## src/rtl/core/gitdm_pkg.sv

```systemverilog
// ----------------------------------------------------------------------------
// gitdm_pkg
// Types, constants and the segment wiring function shared by the interval
// timer and its display multiplexer.
// ----------------------------------------------------------------------------
package gitdm_pkg;

    localparam int unsigned CountW   = 10;
    localparam int unsigned PreW     = 8;
    localparam int unsigned SegW     = 8;
    localparam int unsigned EnW      = 3;
    localparam int unsigned IdxW     = 2;
    localparam int unsigned InDataW  = 8;
    localparam int unsigned OutDataW = 24;

    localparam logic [CountW-1:0] MaxTenths     = 10'd999;
    localparam logic [PreW-1:0]   TicksPerTenth = 8'd20;

    // Digit positions in multiplex order.
    localparam logic [IdxW-1:0] IdxTens   = 2'd0;
    localparam logic [IdxW-1:0] IdxUnits  = 2'd1;
    localparam logic [IdxW-1:0] IdxTenths = 2'd2;

    localparam logic [EnW-1:0] EnTens   = 3'b100;
    localparam logic [EnW-1:0] EnUnits  = 3'b010;
    localparam logic [EnW-1:0] EnTenths = 3'b001;

    // Logical segment patterns, bit 0 is a up to bit 6 is g.
    localparam logic [6:0] SegLogical [10] = '{
        7'h3F, 7'h06, 7'h5B, 7'h4F, 7'h66, 7'h6D, 7'h7D, 7'h07, 7'h7F, 7'h6F
    };

    typedef struct packed {
        logic [CountW-1:0] value;
        logic [IdxW-1:0]   index;
    } t_disp_req;

    typedef struct packed {
        logic [SegW-1:0] segment;
        logic [EnW-1:0]  enable;
    } t_disp;

    typedef struct packed {
        logic              running;
        logic [CountW-1:0] tenths;
        logic [EnW-1:0]    enable;
        logic [SegW-1:0]   segment;
    } t_result;

    // Maps a decimal digit onto the board segment wiring. Bit 6 stays low.
    function automatic logic [SegW-1:0] wire_segments(input logic [3:0] digit);
        logic [6:0] s;
        logic [3:0] d;
        d = (digit > 4'd9) ? 4'd9 : digit;
        s = SegLogical[d];
        wire_segments = {s[4], 1'b0, s[2], s[3], s[6], s[1], s[0], s[5]};
    endfunction

endpackage

```

## src/rtl/core/gitdm_seg.sv

```systemverilog
// ----------------------------------------------------------------------------
// gitdm_seg
// Splits the tenths count into decimal digits and encodes the selected one.
// ----------------------------------------------------------------------------
module gitdm_seg
    import gitdm_pkg::*;
(
    input  t_disp_req i_req,
    output t_disp     o_disp
);

    logic [15:0] w_hund_prod;
    logic [17:0] w_div10_prod;
    logic [14:0] w_tens_prod;
    logic [3:0]  w_hund;
    logic [6:0]  w_div10;
    logic [6:0]  w_div100q;
    logic [3:0]  w_tens;
    logic [3:0]  w_ones;
    logic [3:0]  w_digit;

    // Reciprocal multiplication, exact for every value below 1024.
    always_comb begin
        w_hund_prod  = 16'(i_req.value) * 16'd41;
        w_hund       = w_hund_prod[15:12];
        w_div10_prod = 18'(i_req.value) * 18'd205;
        w_div10      = w_div10_prod[17:11];
        w_ones       = 4'(i_req.value - 10'(w_div10) * 10'd10);
        w_tens_prod  = 15'(w_div10) * 15'd205;
        w_div100q    = 7'(w_tens_prod[14:11]);
        w_tens       = 4'(w_div10 - w_div100q * 7'd10);
    end

    always_comb begin
        case (i_req.index)
            IdxTens: begin
                w_digit       = w_hund;
                o_disp.enable = EnTens;
            end
            IdxUnits: begin
                w_digit       = w_tens;
                o_disp.enable = EnUnits;
            end
            default: begin
                w_digit       = w_ones;
                o_disp.enable = EnTenths;
            end
        endcase
        o_disp.segment = wire_segments(w_digit);
    end

endmodule

```

## src/rtl/core/gitdm_skid.sv

```systemverilog
// ----------------------------------------------------------------------------
// gitdm_skid
// Two-entry result buffer so that input transactions continue while the
// receiver stalls, until both entries hold a result.
// ----------------------------------------------------------------------------
module gitdm_skid
    import gitdm_pkg::*;
(
    input  logic    i_clk,
    input  logic    i_rst_n,
    input  logic    i_push,
    input  t_result i_data,
    output logic    o_ready,
    output logic    o_valid,
    output t_result o_data,
    input  logic    i_pop_ready
);

    t_result    r_mem [2];
    logic       r_wr_ptr, n_wr_ptr;
    logic       r_rd_ptr, n_rd_ptr;
    logic [1:0] r_count, n_count;
    logic       w_pop;

    assign o_ready = (r_count != 2'd2);
    assign o_valid = (r_count != 2'd0);
    assign o_data  = r_mem[r_rd_ptr];
    assign w_pop   = o_valid && i_pop_ready;

    always_comb begin
        n_wr_ptr = i_push ? ~r_wr_ptr : r_wr_ptr;
        n_rd_ptr = w_pop ? ~r_rd_ptr : r_rd_ptr;
        n_count  = r_count + 2'(i_push) - 2'(w_pop);
    end

    always_ff @(posedge i_clk) begin
        if (!i_rst_n) begin
            r_wr_ptr <= 1'b0;
            r_rd_ptr <= 1'b0;
            r_count  <= 2'd0;
        end else begin
            r_wr_ptr <= n_wr_ptr;
            r_rd_ptr <= n_rd_ptr;
            r_count  <= n_count;
        end
    end

    always_ff @(posedge i_clk) begin
        if (i_push) begin
            r_mem[r_wr_ptr] <= i_data;
        end
    end

endmodule

```

## src/rtl/core/gitdm_ctrl.sv

```systemverilog
// ----------------------------------------------------------------------------
// gitdm_ctrl
// Gate edge handling, prescaler, saturating count and digit multiplex state.
// ----------------------------------------------------------------------------
module gitdm_ctrl
    import gitdm_pkg::*;
(
    input  logic            i_clk,
    input  logic            i_rst_n,
    input  logic            i_fire,
    input  logic            i_level,
    input  logic            i_tick,
    input  logic [PreW-1:0] i_ticks_per_tenth,
    output t_disp_req       o_req,
    input  t_disp           i_disp,
    output t_result         o_result
);

    logic              r_last_level, n_last_level;
    logic              r_counting, n_counting;
    logic [CountW-1:0] r_tenths, n_tenths;
    logic [IdxW-1:0]   r_index, n_index;
    logic [PreW-1:0]   r_pre, n_pre;
    logic [SegW-1:0]   r_segment, n_segment;
    logic [EnW-1:0]    r_enable, n_enable;

    logic              w_rise;
    logic              w_fall;
    logic [CountW-1:0] w_count;
    logic [PreW-1:0]   w_pre;
    logic [PreW:0]     w_pre_inc;

    always_comb begin
        w_rise  = i_level && !r_last_level;
        w_fall  = !i_level && r_last_level;
        w_count = w_rise ? '0 : r_tenths;
        w_pre   = w_rise ? '0 : r_pre;
        o_req   = '{value: w_count, index: r_index};
        w_pre_inc = {1'b0, w_pre} + 9'd1;
    end

    always_comb begin
        n_last_level = r_last_level;
        n_counting   = r_counting;
        n_tenths     = r_tenths;
        n_index      = r_index;
        n_pre        = r_pre;
        n_segment    = r_segment;
        n_enable     = r_enable;
        if (i_fire) begin
            n_last_level = i_level;
            n_counting   = w_rise ? 1'b1 : (w_fall ? 1'b0 : r_counting);
            n_tenths     = w_count;
            n_pre        = w_pre;
            if (i_tick) begin
                n_segment = i_disp.segment;
                n_enable  = i_disp.enable;
                n_index   = (r_index >= IdxTenths) ? IdxTens : r_index + 2'd1;
                if (w_pre_inc >= {1'b0, i_ticks_per_tenth}) begin
                    n_pre = '0;
                    if (n_counting && (w_count < MaxTenths)) begin
                        n_tenths = w_count + 10'd1;
                    end
                end else begin
                    n_pre = w_pre_inc[PreW-1:0];
                end
            end
        end
    end

    assign o_result = '{running: n_counting, tenths: n_tenths,
                        enable: n_enable, segment: n_segment};

    always_ff @(posedge i_clk) begin
        if (!i_rst_n) begin
            r_last_level <= 1'b0;
            r_counting   <= 1'b0;
            r_tenths     <= '0;
            r_index      <= IdxTens;
            r_pre        <= '0;
            r_segment    <= '0;
            r_enable     <= '0;
        end else begin
            r_last_level <= n_last_level;
            r_counting   <= n_counting;
            r_tenths     <= n_tenths;
            r_index      <= n_index;
            r_pre        <= n_pre;
            r_segment    <= n_segment;
            r_enable     <= n_enable;
        end
    end

endmodule

```

## src/rtl/core/gated_interval_timer_with_display_mux.sv

```systemverilog
// ----------------------------------------------------------------------------
// gated_interval_timer_with_display_mux
// Measures how long a gate stays high in tenths of a second and multiplexes
// the value onto a three-digit seven-segment display.
// ----------------------------------------------------------------------------
// Usage:
// Each input transaction on the s_axis channel carries one sample of the gate
// level and a flag for a 5 ms time base tick. Every input transaction yields
// exactly one output transaction on m_axis with the segment byte, the one-hot
// digit enable, the elapsed tenths and the running flag as they stand after
// that sample. The state is updated in the cycle the input is taken and the
// result is written into a two-entry output buffer. One transaction is
// accepted every cycle while the buffer has room; the rate is set by the
// single update stage of the timer state. When the receiver stalls, the
// buffer absorbs up to two results and then s_axis_tready drops until a
// result has been taken; no result is dropped. The ticks_per_tenth register
// is written through i_cfg_wr_en and i_cfg_wr_data; the user must write it
// only while idle, which the block does not enforce. A synchronous low reset
// clears the count, the prescaler, the digit index and the display outputs,
// empties the output buffer and sets ticks_per_tenth back to 20.
// ----------------------------------------------------------------------------
module gated_interval_timer_with_display_mux
    import gitdm_pkg::*;
(
    input  logic                i_clk,
    input  logic                i_rst_n,
    // Configuration: ticks_per_tenth.
    input  logic                i_cfg_wr_en,
    input  logic [PreW-1:0]     i_cfg_wr_data,
    // Input stream.
    input  logic                s_axis_tvalid,
    output logic                s_axis_tready,
    // Bit 0 gate_level, bit 1 tick, bits 7:2 zero.
    input  logic [InDataW-1:0]  s_axis_tdata,
    // Output stream.
    output logic                m_axis_tvalid,
    input  logic                m_axis_tready,
    // Bits 7:0 segment_port, 10:8 digit_enable, 20:11 elapsed_tenths,
    // 21 running, 23:22 zero.
    output logic [OutDataW-1:0] m_axis_tdata
);

    logic            w_tpt_nonzero;
    logic [PreW-1:0] r_tpt;
    logic            w_fire;
    t_disp_req       w_req;
    t_disp           w_disp;
    t_result         w_result;
    t_result         w_out;

    // The prescale register; a value of zero behaves like one in the
    // compare, since the incremented prescaler is always at least one.
    always_ff @(posedge i_clk) begin
        if (!i_rst_n) begin
            r_tpt <= TicksPerTenth;
        end else if (i_cfg_wr_en) begin
            r_tpt <= i_cfg_wr_data;
        end
    end

    assign w_tpt_nonzero = |r_tpt;
    assign w_fire = s_axis_tvalid && s_axis_tready;

    gitdm_ctrl u_ctrl (
        .i_clk             (i_clk),
        .i_rst_n           (i_rst_n),
        .i_fire            (w_fire),
        .i_level           (s_axis_tdata[0]),
        .i_tick            (s_axis_tdata[1]),
        .i_ticks_per_tenth (w_tpt_nonzero ? r_tpt : 8'd1),
        .o_req             (w_req),
        .i_disp            (w_disp),
        .o_result          (w_result)
    );

    // Digit split and segment encode for the digit being refreshed.
    gitdm_seg u_seg (
        .i_req  (w_req),
        .o_disp (w_disp)
    );

    // Results wait here so the input side keeps moving during a stall.
    gitdm_skid u_skid (
        .i_clk       (i_clk),
        .i_rst_n     (i_rst_n),
        .i_push      (w_fire),
        .i_data      (w_result),
        .o_ready     (s_axis_tready),
        .o_valid     (m_axis_tvalid),
        .o_data      (w_out),
        .i_pop_ready (m_axis_tready)
    );

    assign m_axis_tdata = {2'b00, w_out.running, w_out.tenths, w_out.enable, w_out.segment};

endmodule

```

## config.mk

```make
export PLATFORM = sky130hd
export DESIGN_NAME = gated_interval_timer_with_display_mux
export DESIGN_NICKNAME = d
export VERILOG_FILES = /design/src/rtl/core/gitdm_pkg.sv /design/src/rtl/core/gitdm_seg.sv /design/src/rtl/core/gitdm_skid.sv /design/src/rtl/core/gitdm_ctrl.sv /design/src/rtl/core/gated_interval_timer_with_display_mux.sv
export SDC_FILE = /design/constraint.sdc
export NUM_CORES = 1
export LEC_CHECK = 0
export BUFFER_PORTS_ARGS = -buffer_cell sky130_fd_sc_hd__buf_2
export CORE_MARGIN = 4
export CORE_UTILIZATION = 48
export DETAILED_ROUTE_END_ITERATION = 8
export PLACE_DENSITY = 0.77
export SLEW_MARGIN = 5
export SYNTH_ARGS = -nofsm -noshare
export SYNTH_HDL_FRONTEND = slang
export SYNTH_SLANG_ARGS = --single-unit
```

## constraint.sdc

```tcl
create_clock -name i_clk -period 10.1 [get_ports i_clk]
set_clock_uncertainty 0.2 [all_clocks]
set_input_delay 0 -clock i_clk [delete_from_list [all_inputs] [get_ports i_clk]]
set_output_delay 0 -clock i_clk [all_outputs]
set_load 0.02 [all_outputs]
```

==> impl_metrics.toml <==
[outcome]
status = "completed"

[routing]
dr.pass1.iters = 6
wl_per_cell_um = 15.0
routed_wl_um = 16000
drt_iter0_drc = 395
ant_nets = 0
routed_via_density = 5.37
vias = 5756
remaining_drc_errors = 0

[yosys]
synthDistinctLibCells = 68
synthFlopType = "dfxtp_1"
netlist_area_mm2 = 0.00754
synthCells = 772
syn_avg_cell_area_um2 = 9.77
synth_seq_cells = 90
yosysSeqAreaShare_pct = 29.7
async_flop_share_pct = 0
synth_warnings = 0
synth_edf_count = 44

[timing]
setup_viol = 0
relSlewSlack_pct = 22.6
finalHoldViolCount = 0
worstMarginPinSlew_ns = 1.16
min_period_ns = 9.70
finalCritPeriodShare_pct = 96.1
tns_ns = 0
fmax_ghz = 0.103
slew_viol_final = 0
fin_ws_ns = 0.397

[setup_path]
required_ns = 10.15
worstPathMaxFanout = 7
worstSetupEndpointType = "flop"
cp.arrival_ns = 9.75
start_kind = "input port"
crit_slowest_cell = "fa_1"
cpPeakStageDelay_ns = 0.57
worst-r2r-cell-count = 42
critPathKind = "input port to flop"

[place]
place_ws_ns = 0.0659
dp_hpwl_um = 11800
place_area_mm2 = 0.00813
dp.cells = 1029
portBuffers = 38
gp_congestion = 0.859

[run]
maxCapViolCount = 0

[layout]
fin_area_mm2 = 0.00899
fin_nets = 1033
area.growth.synth_to_final_pct = 19.2
final_util_pct = 58.7
stdcell_count = 1072
drive_above_1_share_pct = 21.2

[floorplanning]
fp-row-count = 45
die_h_um = 133
start_util_pct = 49.2
io_pins = 47
die-area_mm2 = 0.0178
core_mm2 = 0.0153
die_w_um = 133

[clock_network]
cts_tree = "done"
numCtsBuffers = 9
clockBufferDepth = 2
cts_root_buf = "clkbuf_16"
clock_latency_ns = 0.34
clk_pin_slew_ns = 0.06
cts.sinks = 90
cts_max_level = 3

[global_routing]
grt_start_max_net_pins = 33
grt_pass1_vias = 5539
grt_usage_pct = 18.0
grt_antenna_before_repair = 1
grt_remaining_overflow = 0
grt_pass1_wl_um = 26400

[power_and_ir_drop]
switching_power_uw = 327
power_density_mw_per_mm2 = 122
swShare_pct = 29.8
p_leak_uw = 0.00439
ir_worst_vdd_uv = 103
power_frac_comb_pct = 25.2
clkPwrFrac_pct = 32.0
p_int_uw = 770
seqPwrFrac_pct = 42.8

[min_path]
hp-class = "input port to flop"
min_delay_path_depth = 4
==> cell families after synthesis <==
group / after synthesis / share of synthesized area [%]
multiplexers: 32 / 4.81
flip-flops: 90 / 29.7
AND/OR/NAND/NOR: 189 / 12.3
XOR/XNOR: 42 / 4.98
buffers and inverters: 134 / 6.97
adder cells (fa/ha/maj): 157 / 29.0
AO/OA/AOI/OAI: 127 / 12.1
other: 1 / 0.0497
==> placed cells by master, fill, tap and decap left out, types with 6 or more instances in the layout <==
cell type      Yosys  final
fa_1              30     28
dfxtp_1           46     46
ha_4               0      9
and2_1            20     19
edfxtp_1          44     44
nor2_1            52     51
nor2b_1            9      8
o21ai_1            7      7
o21ai_0           13     11
xnor2_2            1      6
a32oi_1            8      8
ha_1             127    113
nand2_1           58     52
mux2i_1            7      7
a21o_1             6      6
clkbuf_16          0     10
a21oi_1           34     29
nor3_1             7      6
inv_2              1      8
xnor2_1           31     26
dlygate4sd3_1      0     23
mux2_2            24     23
a31oi_1            8      7
inv_1            108     99
buf_2              3     38
buf_4              3     33
nand3_1            8      8
xor2_1            10     10
==> critical path, delay by kind of cell <==
family,cells,cell delay (ns)
AO/OA/AOI/OAI,8,1.46
XOR/XNOR,5,0.92
adder cells (fa/ha/maj),13,4.46
buffers and inverters,8,1.20
multiplexers,2,0.60
AND/OR/NAND/NOR,8,1.09
==> registers in the layout (all words and copies together) (netlist names), named ones only <==
name and flops:
u_skid.r_wr_ptr 1, u_ctrl.r_last_level 1, u_ctrl.r_counting 1, u_skid.r_mem 44, u_ctrl.r_tenths 10, u_ctrl.r_segment 8, u_skid.r_count 2, u_skid.r_rd_ptr 1
u_ctrl.r_pre 8, r_tpt 8, u_ctrl.r_enable 3, u_ctrl.r_index 2
==> path summary, 6_finish.rpt <==
| path | start | to | slack (ns) |
|---|---|---|---|
| max | s_axis_tdata[0] | u_ctrl.r_segment[4] | 0.40 |
| max reg2reg | u_ctrl.r_last_level | u_ctrl.r_segment[4] | 0.40 |
| min reg2reg | u_ctrl.r_enable[1] | u_ctrl.r_enable[1] | 0.27 |
| min | s_axis_tvalid | u_ctrl.r_tenths[1] | 0.18 |
==> through the flow <==
step	power (µW)	hold slack, ns
floorplan	659	-0.0783
global placement	726	0.0217
detailed placement	734	0.0286
CTS	1090	0.154
global route	1140	0.228
finish	1100	0.178
==> synth_stat cells, drive strengths merged, types with 7 or more instances <==
library cell / number / share of area, %
nor3: 10 / 0.86
inv: 109 / 5.4
nor2: 53 / 2.7
fa: 30 / 8.0
ha: 127 / 21
nor2b: 9 / 0.75
nand2: 58 / 2.9
a311oi: 7 / 1.1
nand3: 8 / 0.53
mux2i: 8 / 1.2
dfxtp: 46 / 12
a32oi: 8 / 0.93
clkbuf: 15 / 0.75
xor2: 10 / 1.2
a31oi: 8 / 0.66
xnor2: 32 / 3.8
buf: 10 / 0.80
mux2: 24 / 3.6
a21oi: 35 / 2.4
a211oi: 8 / 1.3
and2: 20 / 1.7
edfxtp: 44 / 18
o21ai: 20 / 1.3
==> power by group through the flow <==
stage | Sequential, µW | Combinational, µW | Clock, µW
5_1_grt | 475 | 299 | 370
4_1_cts | 469 | 269 | 355
3_5_place_dp | 477 | 257 | 0
6_report | 469 | 276 | 351
2_1_floorplan | 460 | 199 | 0
3_3_place_gp | 474 | 252 | 0
==> repair_timing <==
item	in CTS	in global routing
endpoints found under the hold margin	26	0
setup endpoints to repair	0	21
buffers inserted	0	3
gates resized for setup	0	63
hold buffers	23	0
==> final cells by class <==
| type | count | area, µm² |
|---|---|---|
| antenna | 1 | 2.50 |
| inverter | 109 | 414 |
| sequential | 90 | 2240 |
| timing repair buffer | 96 | 694 |
| fill | 1228 | 6320 |
| tap | 211 | 264 |
| clock buffer | 12 | 268 |
| clock inverter | 4 | 55.1 |
| multi-input combinational | 549 | 5050 |
==> routing by layer <==
layer	up-vias	track usage [%]	wire length, µm
met4	0	6.29	390
met2	147	29.8	7890
met5	-	0	0
met3	31	2.45	648
li1	2838	-	-
met1	2740	24.2	7110
No activity file was read; power rests on OpenSTA's default activity.
